<file path="src/rtl/dvru_pkg.sv">
// Shared types and constants of the distance-vector route update engine.
`timescale 1ns / 1ps

package dvru_pkg;

    // Number of routes the table holds.
    localparam int T_ENTRIES = 32;
    // Bits of a table index and of a fill count (which must also hold T_ENTRIES itself).
    localparam int IDX_W = (T_ENTRIES > 1) ? $clog2(T_ENTRIES) : 1;
    localparam int CNT_W = $clog2(T_ENTRIES + 1);

    localparam logic [4:0] INFINITY_RESET = 5'd16;

    localparam logic ACT_APPLY  = 1'b0;
    localparam logic ACT_LOOKUP = 1'b1;

    typedef enum logic [2:0] {
        OC_NONE         = 3'd0,
        OC_IMPROVED     = 3'd1,
        OC_HOP_CHANGE   = 3'd2,
        OC_ADDED        = 3'd3,
        OC_SELF_REFRESH = 3'd4,
        OC_SELF_ADDED   = 3'd5,
        OC_FULL         = 3'd6
    } t_outcome;

    typedef enum logic [1:0] {
        ST_IDLE,
        ST_SCAN,
        ST_UPDATE
    } t_state;

    typedef struct packed {
        logic        action;
        logic [31:0] destination;
        logic [31:0] neighbor_address;
        logic [31:0] local_interface;
        logic [31:0] advertised_interface;
        logic [4:0]  advertised_cost;
        logic [4:0]  hop_cost;
        logic        last_entry;
    } t_route_in;

    typedef struct packed {
        t_outcome    outcome;
        logic        table_changed;
        logic        found;
        logic [5:0]  route_cost;
        logic [31:0] route_next_hop;
        logic [31:0] route_interface;
        logic        last_result;
    } t_route_out;

    // One stored route.
    typedef struct packed {
        logic [31:0] destination;
        logic [31:0] next_hop;
        logic [31:0] interface_addr;
        logic [5:0]  cost;
    } t_entry;

    // Access requests from the sequencer to the table memory.
    typedef struct packed {
        logic             rd_en;
        logic [IDX_W-1:0] rd_addr;
        logic             wr_en;
        logic [IDX_W-1:0] wr_addr;
        t_entry           wr_entry;
    } t_tbl_req;

endpackage

</file>
<file path="src/rtl/distance_vector_route_update.sv">
// Top level of the distance-vector route update engine: sequencer, decisions and result word.
`timescale 1ns / 1ps

//  Channel   Ports                       Handshake
//  ------    --------------------------  --------------------------------------------
//  item in   i_item, start, busy         word taken at a clock edge with start & !busy
//  result    o_result, o_strobe          word valid for one cycle, cannot be held off
//  config    i_cfg_we, i_cfg_wdata       infinity cost written at an edge with i_cfg_we
//
// Every item, apply or lookup, scans the route table from index 0 through one
// memory read per cycle and stops at the first matching destination. An item
// keeps busy high through its scan and its update state; a hit at a low index ends
// sooner than a miss, which reads every stored route. The scan through the single
// read port sets how long busy stays high.
// The result word appears in the same cycle in which busy falls. The receiver cannot stall,
// so there is no back pressure; a new item may be started while that word shows.
// Reset clears the fill count, the modified mark and the sequencer. The table
// memory is not cleared: only entries below the fill count are ever read.

module distance_vector_route_update (
    input  logic                  i_clk,
    input  logic                  i_rst_n,
    input  logic                  start,
    output logic                  busy,
    input  dvru_pkg::t_route_in   i_item,
    output logic                  o_strobe,
    output dvru_pkg::t_route_out  o_result,
    input  logic                  i_cfg_we,
    input  logic [4:0]            i_cfg_wdata
);

    localparam logic [dvru_pkg::CNT_W-1:0] FULL_COUNT = dvru_pkg::CNT_W'(dvru_pkg::T_ENTRIES);

    dvru_pkg::t_state     r_state, n_state;
    dvru_pkg::t_route_in  r_item;
    logic [4:0]           r_infinity;
    logic [dvru_pkg::CNT_W-1:0] r_count, n_count;
    logic [dvru_pkg::CNT_W-1:0] r_addr;
    logic [dvru_pkg::IDX_W-1:0] r_rd_idx;
    logic                 r_rd_pend;
    logic                 r_hit;
    logic                 r_modified, n_modified;
    logic                 r_strobe, n_strobe;
    dvru_pkg::t_route_out r_result, n_result;

    dvru_pkg::t_tbl_req   tbl_req;
    dvru_pkg::t_entry     rd_entry;

    logic                 accept;
    logic                 match;
    logic                 issue;
    logic                 scan_miss;
    logic [5:0]           path_cost;
    logic [5:0]           clamp_cost;
    logic [5:0]           infinity_ext;
    logic                 self_loop;
    logic                 full;
    logic                 set_mod;

    dvru_table u_table (
        .i_clk      (i_clk),
        .i_req      (tbl_req),
        .o_rd_entry (rd_entry)
    );

    assign busy     = (r_state != dvru_pkg::ST_IDLE);
    assign accept   = start && !busy;
    assign o_strobe = r_strobe;
    assign o_result = r_result;

    // The entry read in the previous scan cycle is compared now; the next read
    // goes out only while no match has turned up and entries remain.
    assign match     = (r_state == dvru_pkg::ST_SCAN) && r_rd_pend &&
                       (rd_entry.destination == r_item.destination);
    assign issue     = (r_state == dvru_pkg::ST_SCAN) && !match && (r_addr != r_count);
    assign scan_miss = (r_state == dvru_pkg::ST_SCAN) && !match && (r_addr == r_count);

    assign path_cost    = {1'b0, r_item.advertised_cost} + {1'b0, r_item.hop_cost};
    assign infinity_ext = {1'b0, r_infinity};
    assign clamp_cost   = (path_cost < infinity_ext) ? path_cost : infinity_ext;
    assign self_loop    = (r_item.destination == r_item.advertised_interface);
    assign full         = (r_count == FULL_COUNT);

    always_ff @(posedge i_clk) begin
        if (!i_rst_n) begin
            r_state <= dvru_pkg::ST_IDLE;
        end else begin
            r_state <= n_state;
        end
    end

    always_comb begin
        n_state = r_state;
        case (r_state)
            dvru_pkg::ST_IDLE: begin
                if (accept) begin
                    n_state = dvru_pkg::ST_SCAN;
                end
            end
            dvru_pkg::ST_SCAN: begin
                if (match || scan_miss) begin
                    n_state = dvru_pkg::ST_UPDATE;
                end
            end
            dvru_pkg::ST_UPDATE: begin
                n_state = dvru_pkg::ST_IDLE;
            end
            default: begin
                n_state = dvru_pkg::ST_IDLE;
            end
        endcase
    end

    // Decision and write-back for the item at the end of its scan.
    always_comb begin
        tbl_req.rd_en                   = issue;
        tbl_req.rd_addr                 = r_addr[dvru_pkg::IDX_W-1:0];
        tbl_req.wr_en                   = 1'b0;
        tbl_req.wr_addr                 = r_rd_idx;
        tbl_req.wr_entry.destination    = r_item.destination;
        tbl_req.wr_entry.next_hop       = r_item.neighbor_address;
        tbl_req.wr_entry.interface_addr = r_item.local_interface;
        tbl_req.wr_entry.cost           = path_cost;

        n_count    = r_count;
        n_modified = r_modified;
        n_strobe   = 1'b0;
        set_mod    = 1'b0;

        n_result                 = '0;
        n_result.outcome         = dvru_pkg::OC_NONE;
        n_result.last_result     = r_item.last_entry;

        if (r_state == dvru_pkg::ST_UPDATE) begin
            n_strobe = 1'b1;
            if (r_item.action == dvru_pkg::ACT_LOOKUP) begin
                // A lookup leaves the table and the modified mark alone.
                if (r_hit) begin
                    n_result.found           = 1'b1;
                    n_result.route_cost      = rd_entry.cost;
                    n_result.route_next_hop  = rd_entry.next_hop;
                    n_result.route_interface = rd_entry.interface_addr;
                end
            end else begin
                if (!r_hit) begin
                    // Unknown destination: append it at the fill count.
                    if (full) begin
                        n_result.outcome = dvru_pkg::OC_FULL;
                    end else begin
                        tbl_req.wr_en    = 1'b1;
                        tbl_req.wr_addr  = r_count[dvru_pkg::IDX_W-1:0];
                        n_count          = r_count + dvru_pkg::CNT_W'(1);
                        set_mod          = 1'b1;
                        n_result.outcome = self_loop ? dvru_pkg::OC_SELF_ADDED
                                                     : dvru_pkg::OC_ADDED;
                    end
                end else if (self_loop) begin
                    tbl_req.wr_en          = 1'b1;
                    tbl_req.wr_entry.cost  = {1'b0, r_item.hop_cost};
                    n_result.outcome       = dvru_pkg::OC_SELF_REFRESH;
                end else if (rd_entry.cost > path_cost) begin
                    tbl_req.wr_en    = 1'b1;
                    set_mod          = 1'b1;
                    n_result.outcome = dvru_pkg::OC_IMPROVED;
                end else if ((rd_entry.next_hop == r_item.neighbor_address) &&
                             (rd_entry.cost != path_cost)) begin
                    // The current next hop changed its cost: follow it, clamped
                    // to infinity. Only a route that was reachable counts as a change.
                    tbl_req.wr_en         = 1'b1;
                    tbl_req.wr_entry.cost = clamp_cost;
                    set_mod               = (rd_entry.cost < infinity_ext);
                    n_result.outcome      = dvru_pkg::OC_HOP_CHANGE;
                end

                if (r_item.last_entry) begin
                    n_result.table_changed = r_modified || set_mod;
                    n_modified             = 1'b0;
                end else begin
                    n_modified = r_modified || set_mod;
                end
            end
        end
    end

    always_ff @(posedge i_clk) begin
        if (!i_rst_n) begin
            r_infinity <= dvru_pkg::INFINITY_RESET;
            r_count    <= '0;
            r_modified <= 1'b0;
            r_strobe   <= 1'b0;
            r_rd_pend  <= 1'b0;
            r_hit      <= 1'b0;
        end else begin
            if (i_cfg_we) begin
                r_infinity <= i_cfg_wdata;
            end
            r_count    <= n_count;
            r_modified <= n_modified;
            r_strobe   <= n_strobe;
            if (accept) begin
                r_rd_pend <= 1'b0;
                r_hit     <= 1'b0;
            end else if (r_state == dvru_pkg::ST_SCAN) begin
                r_rd_pend <= issue;
                r_hit     <= match;
            end
        end
    end

    // Payload and scan pointers need no reset.
    always_ff @(posedge i_clk) begin
        if (accept) begin
            r_item <= i_item;
            r_addr <= '0;
        end else if (issue) begin
            r_addr <= r_addr + dvru_pkg::CNT_W'(1);
        end
        if (issue) begin
            r_rd_idx <= r_addr[dvru_pkg::IDX_W-1:0];
        end
        r_result <= n_result;
    end

    // A result word only ever follows the write-back cycle.
    a_strobe_after_update: assert property (@(posedge i_clk) disable iff (!i_rst_n)
        r_strobe |-> $past(r_state == dvru_pkg::ST_UPDATE))
        else $error("result strobe without a preceding update cycle");

    // The fill count never passes the table size.
    a_count_bound: assert property (@(posedge i_clk) disable iff (!i_rst_n)
        r_count <= FULL_COUNT)
        else $error("route count beyond table size");

    // A dropped route is reported only when the table is really full.
    a_full_only_when_full: assert property (@(posedge i_clk) disable iff (!i_rst_n)
        r_strobe && (r_result.outcome == dvru_pkg::OC_FULL) |-> full)
        else $error("table full reported with free entries");

    // A lookup hit never carries an apply outcome.
    a_found_no_outcome: assert property (@(posedge i_clk) disable iff (!i_rst_n)
        r_strobe && r_result.found |-> (r_result.outcome == dvru_pkg::OC_NONE) &&
                                       !r_result.table_changed)
        else $error("lookup result carries apply fields");

    // The memory is never read and written in the same cycle.
    a_no_read_write: assert property (@(posedge i_clk) disable iff (!i_rst_n)
        !(tbl_req.rd_en && tbl_req.wr_en))
        else $error("table read and write overlap");

endmodule

</file>
<file path="src/rtl/dvru_table.sv">
// Route table memory: one write port and one registered read port.
`timescale 1ns / 1ps

module dvru_table (
    input  logic              i_clk,
    input  dvru_pkg::t_tbl_req i_req,
    output dvru_pkg::t_entry  o_rd_entry
);

    dvru_pkg::t_entry r_mem [dvru_pkg::T_ENTRIES];
    dvru_pkg::t_entry r_rd_entry;

    always_ff @(posedge i_clk) begin
        if (i_req.wr_en) begin
            r_mem[i_req.wr_addr] <= i_req.wr_entry;
        end
        if (i_req.rd_en) begin
            r_rd_entry <= r_mem[i_req.rd_addr];
        end
    end

    assign o_rd_entry = r_rd_entry;

endmodule

</file>
<file path="config.mk">
export PLATFORM = sky130hd
export DESIGN_NAME = distance_vector_route_update
export DESIGN_NICKNAME = d
export VERILOG_FILES = /design/src/rtl/dvru_pkg.sv /design/src/rtl/distance_vector_route_update.sv /design/src/rtl/dvru_table.sv
export SDC_FILE = /design/constraint.sdc
export NUM_CORES = 2
export LEC_CHECK = 0
export BUFFER_PORTS_ARGS = -buffer_cell sky130_fd_sc_hd__buf_2
export CAP_MARGIN = 40
export CORE_UTILIZATION = 35
export DETAILED_ROUTE_END_ITERATION = 16
export PLACE_DENSITY = 0.57
export SLEW_MARGIN = 10
export SYNTH_ARGS = -nofsm -noshare
export SYNTH_HDL_FRONTEND = slang
export SYNTH_SLANG_ARGS = --single-unit
</file>
<file path="constraint.sdc">
create_clock -name i_clk -period 14.65 [get_ports i_clk]
set_input_delay 1.465 -clock i_clk [delete_from_list [all_inputs] [get_ports i_clk]]
set_output_delay 1.465 -clock i_clk [all_outputs]
set_load 0.005 [all_outputs]
</file>
==> qor.csv <==
stage,metric,value,unit
place,dpl hpwl,209000,um
min_path,WHS Endpoint,o_result[31],
grt,first-pass GRT wire length,512000,um
min_path,number of cells on the worst hold path,1,
sta,RSZ-0062 raised after global routing,false,
cts,H-tree depth,5,
route,Starting DRT DRC Count,6458,
sta,Fin. Hold Viols,0,
cts,hold buffers post-CTS,0,
min_path,worst hold start,u_table.o_rd_entry[36],
setup_path,R2R Path Start,r_item[107],
route,vias per inst,5.37,
sta,max-slew violations,0,
place,Place WS,9.07,ns
route,Final ANT Viol Nets,0,
cts,CTS tree,done,
yosys,"top cells by area, synth","edfxtp_1, mux4_2, dfxtp_1",
yosys,Post-Syn Area,0.136,mm2
setup_path,crit path DAT,6.08,ns
floorplan,# IOs,227,
power_and_ir_drop,Seq pwr share,0.534,
yosys,ys async rst share,0,
setup_path,Critical Path Sink Type,flop,
yosys,"Seq/Total Area, Yosys",0.790,
yosys,Post-synth EDFFs,3511,
route,vias,62357,
sta,Fmax,0.181,GHz
setup_path,Register-to-Register Path Depth,12,
cts,"Setup Fix Bufs, Post-CTS",0,
final_layout,Final Instance Count excl. Fillers,11621,
cts,Worst-path clk slew,0.06,ns
cts,CTS buffer count,378,
power_and_ir_drop,Switching Power,0.00443,W
route,final WL,366000,um
route,drt wl/cell,31.5,um
setup_path,startpoint types,flop,
cts,CTS resizes,0,
setup_path,"reg-to-reg slack, setup",9.12,ns
floorplan,Core Footprint,0.386,mm2
grt,number of global-route vias before repair,64710,
final_layout,NumNets Final,6286,
yosys,Synth top area share,0.776,
setup_path,WP data required,15.20,ns
status,status,finished clean,
power_and_ir_drop,sw frac,0.206,
place,IO Port Bufs,226,
yosys,post-synth top area cell,edfxtp_1,
floorplan,Die Width,625,um
place,Cells after DPL,10910,
sta,Slew headroom,0.288,
sta,final setup fails,0,
grt,gr ovfl total,0,
power_and_ir_drop,worst vdd ir,0.0000917,V
sta,worst slew pin tran,1.07,ns
yosys,Mapped Cells,5465,
yosys,Synthesis Warnings,0,
setup_path,reg-to-reg endpoint,u_table.r_mem[23][85],
flow_run,maxcap violations,0,
sta,final worst slack,9.12,ns
yosys,Avg Inst Size Synth,24.9,um2
power_and_ir_drop,Combinational Power Share,0.027,
final_layout,Finished Core Util,0.412,
yosys,dominant cell by count in the synthesized netlist,edfxtp_1,
min_path,Hold/Removal Path Class,reg2reg,
floorplan,DIE HEIGHT,625,um
power_and_ir_drop,internal power,0.0170,W
yosys,synthesized flop and latch total,3610,
setup_path,Setup CP Type,reg2reg,
yosys,library cells used by synthesis,59,
cts,Clock Sinks,3610,
place,GPL Wtd Cong,0.780,
cts,Max Buffers Root-to-Sink,4,
yosys,syn nets,5633,
sta,"Period Utilization, post-route",0.377,
sta,setup TNS,0,ns
sta,Post-Route Skew,0.0960,ns
setup_path,worst-path maximum fanout,38,
floorplan,Starting Density,0.352,
grt,initial antenna violation count,25,
grt,largest net degree at the start of global routing,136,
grt,all-layer global routing usage,0.185,
floorplan,die area,0.391,mm2
floorplan,row count,228,
yosys,top_reg_cell synth,edfxtp_1,
sta,min Tclk post-route,5.53,ns
power_and_ir_drop,Clock Power Share,0.439,
power_and_ir_drop,pwr/cell area,135,mW/mm2
power_and_ir_drop,leakage,48.2,nW
route,Detailed Routing Iterations Pass 1,8,
final_layout,synth-to-layout area growth,17.0,%
route,Remaining DRCs,0,
final_layout,share of cells above drive strength 1,0.348,
cts,Root Driver,clkbuf_16,
yosys,most frequent cells after synthesis,"edfxtp_1, mux4_2, clkbuf_1",
cts,"Clk Latency, worst-skew pair",0.98,ns
-- cell type report --
cell class                 instances  area, um2
tap                             5175       6470
timing repair buffer             535       5250
inverter                          18       67.6
clock inverter                   202       1940
sequential                      3610     107000
clock buffer                     497      10200
antenna                            9       22.5
fill                           33092     227000
multi-input combinational       1575      27600
-- cells in the final DEF (no fill, tap or decap), types with 6 or more instances in the layout --
master,Yosys,layout
mux4_2,1020,1020
buf_2,88,227
dfxtp_1,99,94
xor2_1,31,31
nor3_2,1,10
ha_1,18,18
nor4_2,2,23
inv_1,18,18
xnor2_1,81,81
diode_2,0,9
buf_12,0,17
clkbuf_8,0,14
nor3_1,16,6
clkinv_4,0,6
edfxtp_1,3511,3511
clkbuf_16,0,385
buf_8,0,30
a21oi_1,12,11
bufinv_16,0,28
buf_4,0,193
nand3_1,10,10
clkinv_2,0,53
buf_16,0,68
inv_6,0,17
nor4_1,31,8
and2_1,78,78
mux2i_1,12,9
nand2_1,27,27
clkbuf_1,151,98
mux2_2,103,103
clkinvlp_4,0,17
nor2b_1,9,9
clkinv_1,0,71
o21ai_0,17,17
nand4_1,22,22
nor2_1,28,26
-- how the worst max path moves through the flow --
| stage | startpoint | slack (ns) | end |
|---|---|---|---|
| 3_3_place_gp | r_item[108] | 8.72 | u_table.r_mem[23][62] |
| 6_report | r_item[107] | 9.12 | u_table.r_mem[23][85] |
| 3_5_place_dp | r_item[107] | 9.07 | u_table.r_mem[18][13] |
| 2_1_floorplan | r_item[2] | 1.47 | u_table.r_mem[3][0] |
| 4_1_cts | r_item[107] | 9.07 | u_table.r_mem[18][47] |
| 5_1_grt | r_item[107] | 8.84 | u_table.r_mem[21][67] |
-- metal layers --
layer  share of wire  global-route usage  wire length [um]  vias to the layer above
li1                -                   -                 -                    24934
met1            0.42               0.251            152000                    34839
met2            0.51               0.317            186000                     2104
met3           0.052              0.0239             19200                      476
met4           0.025              0.0449              9030                        4
met5        0.000060                   0                22                        -
-- cell families after synthesis --
| kind of cell | count (synthesis) | synth area share |
|---|---|---|
| compound gates | 63 | 0.00312 |
| xor+xnor | 114 | 0.00755 |
| fa+ha+maj | 21 | 0.00196 |
| buf+inv | 280 | 0.00865 |
| flops | 3610 | 0.790 |
| mux | 1136 | 0.178 |
| simple gates | 241 | 0.0101 |
-- power groups by stage --
stage | Sequential, W | Clock [W] | Combinational [W]
final | 0.0115 | 0.00943 | 0.000587
after global routing | 0.0115 | 0.00999 | 0.000628
after CTS | 0.0115 | 0.00962 | 0.000592
after detailed placement | 0.0117 | 0 | 0.000591
after global placement | 0.0117 | 0 | 0.000494
after floorplan | 0.0118 | 0 | 0.000231
-- worst max-delay path: stages, from the launching register on --
cell      delay (ns)
edfxtp_1        0.36
buf_4           0.27
xnor2_1         0.44
nand4_1         0.17
nor4_2          0.77
nand2_1         0.56
nand2_1         0.30
nor3_4          0.08
buf_4           0.29
nor3_2          0.68
buf_4           0.48
buf_4           0.32
buf_16          0.33
-- state kept, by name (all words and copies together), names as in the netlist --
name / count
n_result: 1
o_result: 76
o_strobe: 1
r_addr: 6
r_count: 6
r_hit: 1
r_infinity: 5
r_item: 139
r_modified: 1
r_rd_idx: 5
r_rd_pend: 1
r_state: 2
u_table.o_rd_entry: 102
u_table.r_mem: 3264
-- stage by stage --
step	area (um2)	hold slack (ns)	total power, W
finish	159000	0.436	0.0215
detailed placement	147000	0.429	0.0123
CTS	159000	0.434	0.0217
global placement	144000	0.434	0.0122
floorplan	136000	0.370	0.0120
global route	159000	0.453	0.0221
Note: power is estimated with default switching activity, not from simulation.
